<file path="src/hw/rtl/sha1_pkg.sv">
`default_nettype none

package sha1_pkg;

    typedef enum logic [1:0] {
        OP_ADD_BYTE    = 2'd0,
        OP_READ_DIGEST = 2'd1,
        OP_RESTART     = 2'd2
    } sha1_op_t;

    typedef enum logic [1:0] {
        ST_IDLE  = 2'd0,
        ST_ROUND = 2'd1,
        ST_ADD   = 2'd2,
        ST_EMIT  = 2'd3
    } sha1_state_t;

    // Source of the schedule words for the block being compressed
    typedef enum logic [1:0] {
        MODE_MSG        = 2'd0,
        MODE_PAD_FIRST  = 2'd1,
        MODE_PAD_SECOND = 2'd2
    } blk_mode_t;

    typedef struct packed {
        logic [1:0] operation;
        logic [7:0] data_byte;
    } sha1_cmd_t;

    typedef struct packed {
        logic [31:0] digest_word;
        logic [2:0]  word_number;
        logic        last_word;
    } sha1_res_t;

    typedef struct packed {
        logic       load;
        logic       step;
        logic [6:0] idx;
    } round_ctrl_t;

    typedef struct packed {
        logic       en;
        logic [5:0] pos;
        logic [7:0] data;
    } buf_wr_t;

    localparam logic [31:0] K_0 = 32'h5A827999;
    localparam logic [31:0] K_1 = 32'h6ED9EBA1;
    localparam logic [31:0] K_2 = 32'h8F1BBCDC;
    localparam logic [31:0] K_3 = 32'hCA62C1D6;

    // IV[0] is the first chaining word
    localparam logic [4:0][31:0] IV = {
        32'hC3D2E1F0, 32'h10325476, 32'h98BADCFE, 32'hEFCDAB89, 32'h67452301
    };

    localparam logic [7:0] PAD_BYTE   = 8'h80;
    localparam logic [6:0] LAST_ROUND = 7'd79;
    localparam logic [5:0] LAST_FILL  = 6'd63;
    localparam logic [5:0] PAD_LIMIT  = 6'd56;
    localparam logic [2:0] LAST_WORD  = 3'd4;

endpackage

`default_nettype wire

</file>
<file path="src/hw/rtl/sha1_round.sv">
`default_nettype none

module sha1_round (
    input  wire logic                    clk,
    input  wire sha1_pkg::round_ctrl_t   ctrl,
    input  wire logic [4:0][31:0]        base,
    input  wire logic [31:0]             msg_word,
    output logic [4:0][31:0]             vars
);

    logic [4:0][31:0]  vars_reg;
    logic [15:0][31:0] sched_reg;

    logic [31:0] a_w;
    logic [31:0] b_w;
    logic [31:0] c_w;
    logic [31:0] d_w;
    logic [31:0] e_w;
    logic [31:0] f_w;
    logic [31:0] k_w;
    logic [31:0] w_w;
    logic [31:0] x_w;
    logic [31:0] t_w;

    always_comb
    begin
        a_w = vars_reg[0];
        b_w = vars_reg[1];
        c_w = vars_reg[2];
        d_w = vars_reg[3];
        e_w = vars_reg[4];

        // taps w[t-3], w[t-8], w[t-14], w[t-16]
        x_w = sched_reg[13] ^ sched_reg[8] ^ sched_reg[2] ^ sched_reg[0];
        if (ctrl.idx < 7'd16)
            w_w = msg_word;
        else
            w_w = {x_w[30:0], x_w[31]};

        if (ctrl.idx inside {[7'd0:7'd19]})
        begin
            f_w = (b_w & c_w) | (~b_w & d_w);
            k_w = sha1_pkg::K_0;
        end
        else if (ctrl.idx inside {[7'd20:7'd39]})
        begin
            f_w = b_w ^ c_w ^ d_w;
            k_w = sha1_pkg::K_1;
        end
        else if (ctrl.idx inside {[7'd40:7'd59]})
        begin
            f_w = (b_w & c_w) | (b_w & d_w) | (c_w & d_w);
            k_w = sha1_pkg::K_2;
        end
        else
        begin
            f_w = b_w ^ c_w ^ d_w;
            k_w = sha1_pkg::K_3;
        end

        t_w = {a_w[26:0], a_w[31:27]} + f_w + e_w + k_w + w_w;
    end

    always_ff @(posedge clk)
    begin
        if (ctrl.load)
        begin
            vars_reg <= base;
        end
        else if (ctrl.step)
        begin
            vars_reg  <= {d_w, c_w, {b_w[1:0], b_w[31:2]}, a_w, t_w};
            sched_reg <= {w_w, sched_reg[15:1]};
        end
    end

    assign vars = vars_reg;

endmodule

`default_nettype wire

</file>
<file path="src/hw/rtl/sha1_msg_buf.sv">
`default_nettype none

module sha1_msg_buf (
    input  wire logic                  clk,
    input  wire sha1_pkg::buf_wr_t     wr,
    input  wire sha1_pkg::blk_mode_t   mode,
    input  wire logic [3:0]            idx,
    input  wire logic [5:0]            fill,
    input  wire logic [63:0]           bit_len,
    output logic [31:0]                word
);

    logic [23:0] acc_reg;
    logic [31:0] words_reg [16];

    logic [3:0]  q_w;
    logic [31:0] part_w;
    logic [31:0] len_w;
    logic        len_hit_w;
    logic        single_w;

    // gather three bytes, write the word on the fourth
    always_ff @(posedge clk)
    begin
        if (wr.en)
        begin
            case (wr.pos[1:0])
                2'd0:    acc_reg[23:16] <= wr.data;
                2'd1:    acc_reg[15:8]  <= wr.data;
                2'd2:    acc_reg[7:0]   <= wr.data;
                default: words_reg[wr.pos[5:2]] <= {acc_reg, wr.data};
            endcase
        end
    end

    always_comb
    begin
        q_w       = fill[5:2];
        single_w  = (fill < sha1_pkg::PAD_LIMIT);
        len_hit_w = (idx == 4'd14) || (idx == 4'd15);
        len_w     = idx[0] ? bit_len[31:0] : bit_len[63:32];

        // partial word: held bytes, then the pad marker, then zeros
        case (fill[1:0])
            2'd0:    part_w = {sha1_pkg::PAD_BYTE, 24'h0};
            2'd1:    part_w = {acc_reg[23:16], sha1_pkg::PAD_BYTE, 16'h0};
            2'd2:    part_w = {acc_reg[23:8], sha1_pkg::PAD_BYTE, 8'h0};
            default: part_w = {acc_reg, sha1_pkg::PAD_BYTE};
        endcase

        case (mode)
            sha1_pkg::MODE_MSG:
                word = words_reg[idx];
            sha1_pkg::MODE_PAD_FIRST:
            begin
                if (idx < q_w)
                    word = words_reg[idx];
                else if (idx == q_w)
                    word = part_w;
                else if (single_w && len_hit_w)
                    word = len_w;
                else
                    word = 32'h0;
            end
            sha1_pkg::MODE_PAD_SECOND:
                word = len_hit_w ? len_w : 32'h0;
            default:
                word = 32'h0;
        endcase
    end

endmodule

`default_nettype wire

</file>
<file path="src/hw/rtl/sha1_stream_hasher_core.sv">
// add_byte: taken without a stall while idle; the 64th byte of a block stalls the command
//   channel through the rounds of the shared round unit and the final add.
// read_digest: rounds and add for one padding block, or for two when padding spills into
//   a second block, then five result beats, one per cycle when not stalled.
// restart and unused codes do not stall the command channel.
// Reset loads the initial vector and clears the byte counters and all handshakes.
`default_nettype none

module sha1_stream_hasher_core (
    input  wire logic                 clk,
    input  wire logic                 rst_n,
    input  wire logic                 cmd_valid,
    output logic                      cmd_stall,
    input  wire sha1_pkg::sha1_cmd_t  cmd_data,
    output logic                      res_valid,
    input  wire logic                 res_stall,
    output sha1_pkg::sha1_res_t       res_data
);

    sha1_pkg::sha1_state_t state_reg, state_next;
    sha1_pkg::blk_mode_t   mode_reg, mode_next;
    logic [6:0]            round_reg, round_next;
    logic [4:0][31:0]      hash_reg, hash_next;
    logic [4:0][31:0]      dig_reg, dig_next;
    logic [5:0]            fill_reg, fill_next;
    logic [60:0]           total_reg, total_next;
    logic [2:0]            emit_reg, emit_next;
    logic                  res_valid_reg, res_valid_next;
    sha1_pkg::sha1_res_t   res_data_reg, res_data_next;

    sha1_pkg::round_ctrl_t rctrl_w;
    sha1_pkg::buf_wr_t     wr_w;
    logic [4:0][31:0]      base_w;
    logic [4:0][31:0]      vars_w;
    logic [4:0][31:0]      sum_w;
    logic [31:0]           msg_word_w;
    logic                  cmd_fire_w;
    logic                  res_fire_w;

    sha1_round u_round (
        .clk      (clk),
        .ctrl     (rctrl_w),
        .base     (base_w),
        .msg_word (msg_word_w),
        .vars     (vars_w)
    );

    sha1_msg_buf u_buf (
        .clk     (clk),
        .wr      (wr_w),
        .mode    (mode_reg),
        .idx     (round_reg[3:0]),
        .fill    (fill_reg),
        .bit_len ({total_reg, 3'b000}),
        .word    (msg_word_w)
    );

    assign cmd_stall  = (state_reg != sha1_pkg::ST_IDLE);
    assign cmd_fire_w = cmd_valid && !cmd_stall;
    assign res_fire_w = res_valid_reg && !res_stall;
    assign res_valid  = res_valid_reg;
    assign res_data   = res_data_reg;

    always_comb
    begin
        for (int i = 0; i < 5; i++)
        begin
            if (mode_reg == sha1_pkg::MODE_PAD_SECOND)
                sum_w[i] = dig_reg[i] + vars_w[i];
            else
                sum_w[i] = hash_reg[i] + vars_w[i];
        end
    end

    always_comb
    begin
        state_next     = state_reg;
        mode_next      = mode_reg;
        round_next     = round_reg;
        hash_next      = hash_reg;
        dig_next       = dig_reg;
        fill_next      = fill_reg;
        total_next     = total_reg;
        emit_next      = emit_reg;
        res_valid_next = res_valid_reg;
        res_data_next  = res_data_reg;
        rctrl_w.load   = 1'b0;
        rctrl_w.step   = 1'b0;
        rctrl_w.idx    = round_reg;
        wr_w.en        = 1'b0;
        wr_w.pos       = fill_reg;
        wr_w.data      = cmd_data.data_byte;
        base_w         = hash_reg;

        case (state_reg)
            sha1_pkg::ST_IDLE:
            begin
                if (cmd_fire_w)
                begin
                    case (cmd_data.operation)
                        sha1_pkg::OP_ADD_BYTE:
                        begin
                            wr_w.en    = 1'b1;
                            fill_next  = fill_reg + 6'd1;
                            total_next = total_reg + 61'd1;
                            if (fill_reg == sha1_pkg::LAST_FILL)
                            begin
                                mode_next    = sha1_pkg::MODE_MSG;
                                rctrl_w.load = 1'b1;
                                round_next   = 7'd0;
                                state_next   = sha1_pkg::ST_ROUND;
                            end
                        end
                        sha1_pkg::OP_READ_DIGEST:
                        begin
                            mode_next    = sha1_pkg::MODE_PAD_FIRST;
                            rctrl_w.load = 1'b1;
                            round_next   = 7'd0;
                            state_next   = sha1_pkg::ST_ROUND;
                        end
                        sha1_pkg::OP_RESTART:
                        begin
                            hash_next  = sha1_pkg::IV;
                            fill_next  = 6'd0;
                            total_next = 61'd0;
                        end
                        default: ;
                    endcase
                end
            end

            sha1_pkg::ST_ROUND:
            begin
                rctrl_w.step = 1'b1;
                if (round_reg == sha1_pkg::LAST_ROUND)
                    state_next = sha1_pkg::ST_ADD;
                else
                    round_next = round_reg + 7'd1;
            end

            sha1_pkg::ST_ADD:
            begin
                case (mode_reg)
                    sha1_pkg::MODE_MSG:
                    begin
                        hash_next  = sum_w;
                        state_next = sha1_pkg::ST_IDLE;
                    end
                    default:
                    begin
                        dig_next = sum_w;
                        // length does not fit: run a second, length-only block
                        if (mode_reg == sha1_pkg::MODE_PAD_FIRST &&
                            fill_reg >= sha1_pkg::PAD_LIMIT)
                        begin
                            mode_next    = sha1_pkg::MODE_PAD_SECOND;
                            base_w       = sum_w;
                            rctrl_w.load = 1'b1;
                            round_next   = 7'd0;
                            state_next   = sha1_pkg::ST_ROUND;
                        end
                        else
                        begin
                            emit_next                 = 3'd0;
                            res_valid_next            = 1'b1;
                            res_data_next.digest_word = sum_w[0];
                            res_data_next.word_number = 3'd0;
                            res_data_next.last_word   = 1'b0;
                            state_next                = sha1_pkg::ST_EMIT;
                        end
                    end
                endcase
            end

            sha1_pkg::ST_EMIT:
            begin
                if (res_fire_w)
                begin
                    if (emit_reg == sha1_pkg::LAST_WORD)
                    begin
                        res_valid_next = 1'b0;
                        state_next     = sha1_pkg::ST_IDLE;
                    end
                    else
                    begin
                        emit_next                 = emit_reg + 3'd1;
                        res_data_next.digest_word = dig_reg[emit_next];
                        res_data_next.word_number = emit_next;
                        res_data_next.last_word   = (emit_next == sha1_pkg::LAST_WORD);
                    end
                end
            end

            default:
                state_next = sha1_pkg::ST_IDLE;
        endcase
    end

    always_ff @(posedge clk or negedge rst_n)
    begin
        if (!rst_n)
        begin
            state_reg     <= sha1_pkg::ST_IDLE;
            mode_reg      <= sha1_pkg::MODE_MSG;
            round_reg     <= 7'd0;
            hash_reg      <= sha1_pkg::IV;
            fill_reg      <= 6'd0;
            total_reg     <= 61'd0;
            emit_reg      <= 3'd0;
            res_valid_reg <= 1'b0;
        end
        else
        begin
            state_reg     <= state_next;
            mode_reg      <= mode_next;
            round_reg     <= round_next;
            hash_reg      <= hash_next;
            fill_reg      <= fill_next;
            total_reg     <= total_next;
            emit_reg      <= emit_next;
            res_valid_reg <= res_valid_next;
        end
    end

    always_ff @(posedge clk)
    begin
        dig_reg      <= dig_next;
        res_data_reg <= res_data_next;
    end

endmodule

`default_nettype wire

</file>
<file path="config.mk">
export PLATFORM = sky130hd
export DESIGN_NAME = sha1_stream_hasher_core
export DESIGN_NICKNAME = d
export VERILOG_FILES = /design/src/hw/rtl/sha1_pkg.sv /design/src/hw/rtl/sha1_round.sv /design/src/hw/rtl/sha1_msg_buf.sv /design/src/hw/rtl/sha1_stream_hasher_core.sv
export SDC_FILE = /design/constraint.sdc
export NUM_CORES = 2
export LEC_CHECK = 0
export BUFFER_PORTS_ARGS = -buffer_cell sky130_fd_sc_hd__buf_4
export CAP_MARGIN = 20
export CORE_ASPECT_RATIO = 1.5
export CORE_MARGIN = 1
export CORE_UTILIZATION = 55
export CTS_CLUSTER_DIAMETER = 60
export DETAILED_ROUTE_END_ITERATION = 12
export PLACE_DENSITY = 0.71
export SLEW_MARGIN = 20
export SYNTH_ARGS = -nofsm -noshare
export SYNTH_HDL_FRONTEND = slang
export SYNTH_SLANG_ARGS = --single-unit
export TNS_END_PERCENT = 30
</file>
<file path="constraint.sdc">
create_clock -name clk -period 33.9 [get_ports clk]
set_clock_uncertainty 0.1 [all_clocks]
set_input_delay 8.475 -clock clk [delete_from_list [all_inputs] [get_ports clk]]
set_output_delay 8.475 -clock clk [all_outputs]
set_load 0.01 [all_outputs]
</file>
==> flow_metrics.env <==
export IMPL_status="finished, final reports clean"
export IMPL_wl_met3_mm=15.7
export IMPL_final_seq_area_um2=48300
export IMPL_nFillCells=10300
export IMPL_grt_ovfl_total=0
export IMPL_die_h_um=459
export IMPL_grt_usage=0.291
export IMPL_setup_viol=0
export IMPL_synth_area_leader_cell="edfxtp_1"
export IMPL_tns_ns=0
export IMPL_slew_headroom=0.272
export IMPL_die_area_um2=141000
export IMPL_synth_warnings=0
export IMPL_wl_per_cell_um=27.7
export IMPL_syn_inst=5325
export IMPL_syn_area_per_cell_um2=14.4
export IMPL_initial_core_util=0.555
export IMPL_wl_mm=204
export IMPL_min_path_type="reg2reg"
export IMPL_period_share=0.335
export IMPL_cts_resized_gates=0
export IMPL_dr_wl_met2_mm=99.7
export IMPL_io_pins=52
export IMPL_ant_nets=0
export IMPL_drive_gt1_frac=0.154
export IMPL_rsz0062_at_grt="false"
export IMPL_worstPathArrival_ns=11.71
export IMPL_worst_r2r_path_depth=24
export IMPL_fp_dieW_um=307
export IMPL_cts_made_buffers=155
export IMPL_fin_nets=5734
export IMPL_worst_slew_pin_slew_ns=1.09
export IMPL_maxSlewViolCount=0
export IMPL_cts_root_buffer="clkbuf_16"
export IMPL_clkTransAtPathRegs_ns=0.06
export IMPL_grt_max_degree=150
export IMPL_worstSetupPathType="in2reg"
export IMPL_hold_buffers=0
export IMPL_yosysUniqueCellTypes=81
export IMPL_cts_sinks=1646
export IMPL_drcViolationCount=0
export IMPL_vias_per_cell=6.37
export IMPL_ys_async_sr_fraction=0.147
export IMPL_clk_path_buf_depth=3
export IMPL_ys_flop_type="edfxtp_1"
export IMPL_syn_cell_area_um2=76700
export IMPL_synth_top_area_share=0.549
export IMPL_hold_viol_final=0
export IMPL_synth_seq_cells=1646
export IMPL_critPathRequiredTime_ns=34.25
export IMPL_post_dp_hpwl_mm=132
export IMPL_vias=47000
export IMPL_grt_pass1_wl_mm=300
export IMPL_cts_setup_buffers=0
export IMPL_crit_path_end_kind="register"
export IMPL_core_area_um2=138000
export IMPL_cts_tree="built"
export IMPL_drt_iter0_markers=5079
export IMPL_numPortBuffers=51
export IMPL_maxCapViolations=0
export IMPL_h_tree_depth=4
export IMPL_top_layer="met5"
export IMPL_period_needed_ns=11.36
export IMPL_gp_congestion=0.964
export IMPL_multiInputGateArea_um2=26700
export IMPL_insertion_delay_ns=0.83
export IMPL_worst_path_max_fanout=24
export IMPL_fmax_mhz=88.0
export IMPL_wl_met1_mm=75.9
export IMPL_netlist_top_cells_area="edfxtp_1, mux4_2, dfrtp_1"
export IMPL_hold_depth=0
export IMPL_area_delta_synth_final_pct=10.4
export IMPL_worst_setup_path_start_kind="primary input"
export IMPL_antenna_found_initial=5
export IMPL_syn_num_nets=5671
export IMPL_dr_pass1_iters=6
export IMPL_rows=167
export IMPL_synth_edf_count=1404
export IMPL_seq_area_frac_synth=0.630
export IMPL_grt_pass1_vias=47100
layout by cell type, fill, tap and decap left out, types with 29 or more instances in the layout:
master	Yosys	layout
a21o_1	99	99
a21oi_1	171	171
a221o_1	41	41
a221oi_1	36	36
a22oi_1	137	137
and3_1	42	42
buf_4	1	122
clkbuf_1	179	34
clkbuf_16	0	159
dfrtp_1	162	157
dfstp_2	80	80
edfxtp_1	1404	1404
fa_1	125	125
ha_1	207	206
inv_1	286	284
mux2_2	156	156
mux2i_1	70	70
mux4_2	192	192
nand2_1	343	339
nand3_1	116	116
nand4_1	34	34
nor2_1	297	279
nor3_1	36	29
o21a_1	38	38
o21ai_0	323	321
o22ai_1	45	45
xnor2_1	221	221
xor2_1	105	105
synthesized netlist by cell type, drive strengths merged, types with 9 or more instances:
master,instances
fa,125
and2,13
o31ai,9
a22o,26
nand3,116
a21o,99
xor2,105
a21oi,171
nor2b,28
edfxtp,1404
nor4,10
mux2i,70
clkbuf,179
inv,288
or3,18
nand2b,23
mux2,156
o21a,38
nor3,38
a221oi,36
mux4,192
dfrtp,162
ha,207
o22a,14
o22ai,45
a22oi,137
o221ai,14
xnor2,221
nor2,299
o211ai,9
nand2,344
a211oi,18
o21bai,26
nand4,34
dfstp,80
o21ai,333
a221o,41
a31oi,19
buf,46
and3,42
stage by stage:
| stage | utilization | hold WS, ns | cell area (um^2) | worst slack (ns) | cells |
|---|---|---|---|---|---|
| 3_5_place_dp | 0.575 | 0.305 | 79500 | 21.56 | 7087 |
| 2_1_floorplan | - | 0.300 | 76700 | 20.30 | 5325 |
| 3_3_place_gp | 0.574 | 0.301 | 79500 | 21.69 | 7087 |
| 4_1_cts | 0.612 | 0.301 | 84600 | 22.39 | 7369 |
| 6_report | 0.612 | 0.300 | 84700 | 22.54 | 7375 |
| 5_1_grt | 0.612 | 0.308 | 84700 | 22.36 | 7373 |
cell families (layout without fill, tap and decap cells):
logic type	Yosys count	after routing	share of synthesized area
AO/OA/AOI/OAI	1104	1104	0.0949
XOR/XNOR	326	326	0.0372
adder cells (fa/ha/maj)	332	332	0.0664
buffers and inverters	514	702	0.0254
flip-flops	1646	1646	0.630
multiplexers	418	418	0.0884
other	0	3	0
AND/OR/NAND/NOR	985	985	0.0581
path summary, 6_finish.rpt:
path | slack, ns | end | from
max | 22.54 | u_buf.words_reg[0][16] | cmd_valid
min | 0.30 | u_round.sched_reg[111] | u_round.sched_reg[143]
max reg2reg | 24.01 | u_round.a_w[31] | round_reg[1]
min reg2reg | 0.30 | u_round.sched_reg[111] | u_round.sched_reg[143]
max in group asynchronous | 24.18 | total_reg[60] | rst_n
min in group asynchronous | 7.57 | hash_reg[14] | rst_n
area by class of cell:
class                      count  share of cell area
clock inverter                78              0.0105
timing repair buffer         131              0.0130
clock buffer                 204              0.0503
antenna                        3           0.0000886
inverter                     289              0.0129
sequential                  1646               0.570
tap                         1859              0.0275
multi-input combinational   3165               0.315
critical path, cell delays in order:
cell     delay [ns]
buf_4          0.09
inv_1          0.06
or3_1          0.58
nor2_1         0.71
nand2_1        0.14
nor2_1         0.18
nand2_1        0.25
nor3_2         0.64
buf_4          0.55
routing by layer:
metal | GRT usage | up-vias
met5 | 0 | -
met4 | 0.172 | 2
met3 | 0.0474 | 546
met2 | 0.479 | 2320
met1 | 0.364 | 23800
li1 | - | 20300
Power is left out: the tool's default activity adds up to more than one toggle a clock period on the data nets, which glitch-free logic cannot reach.
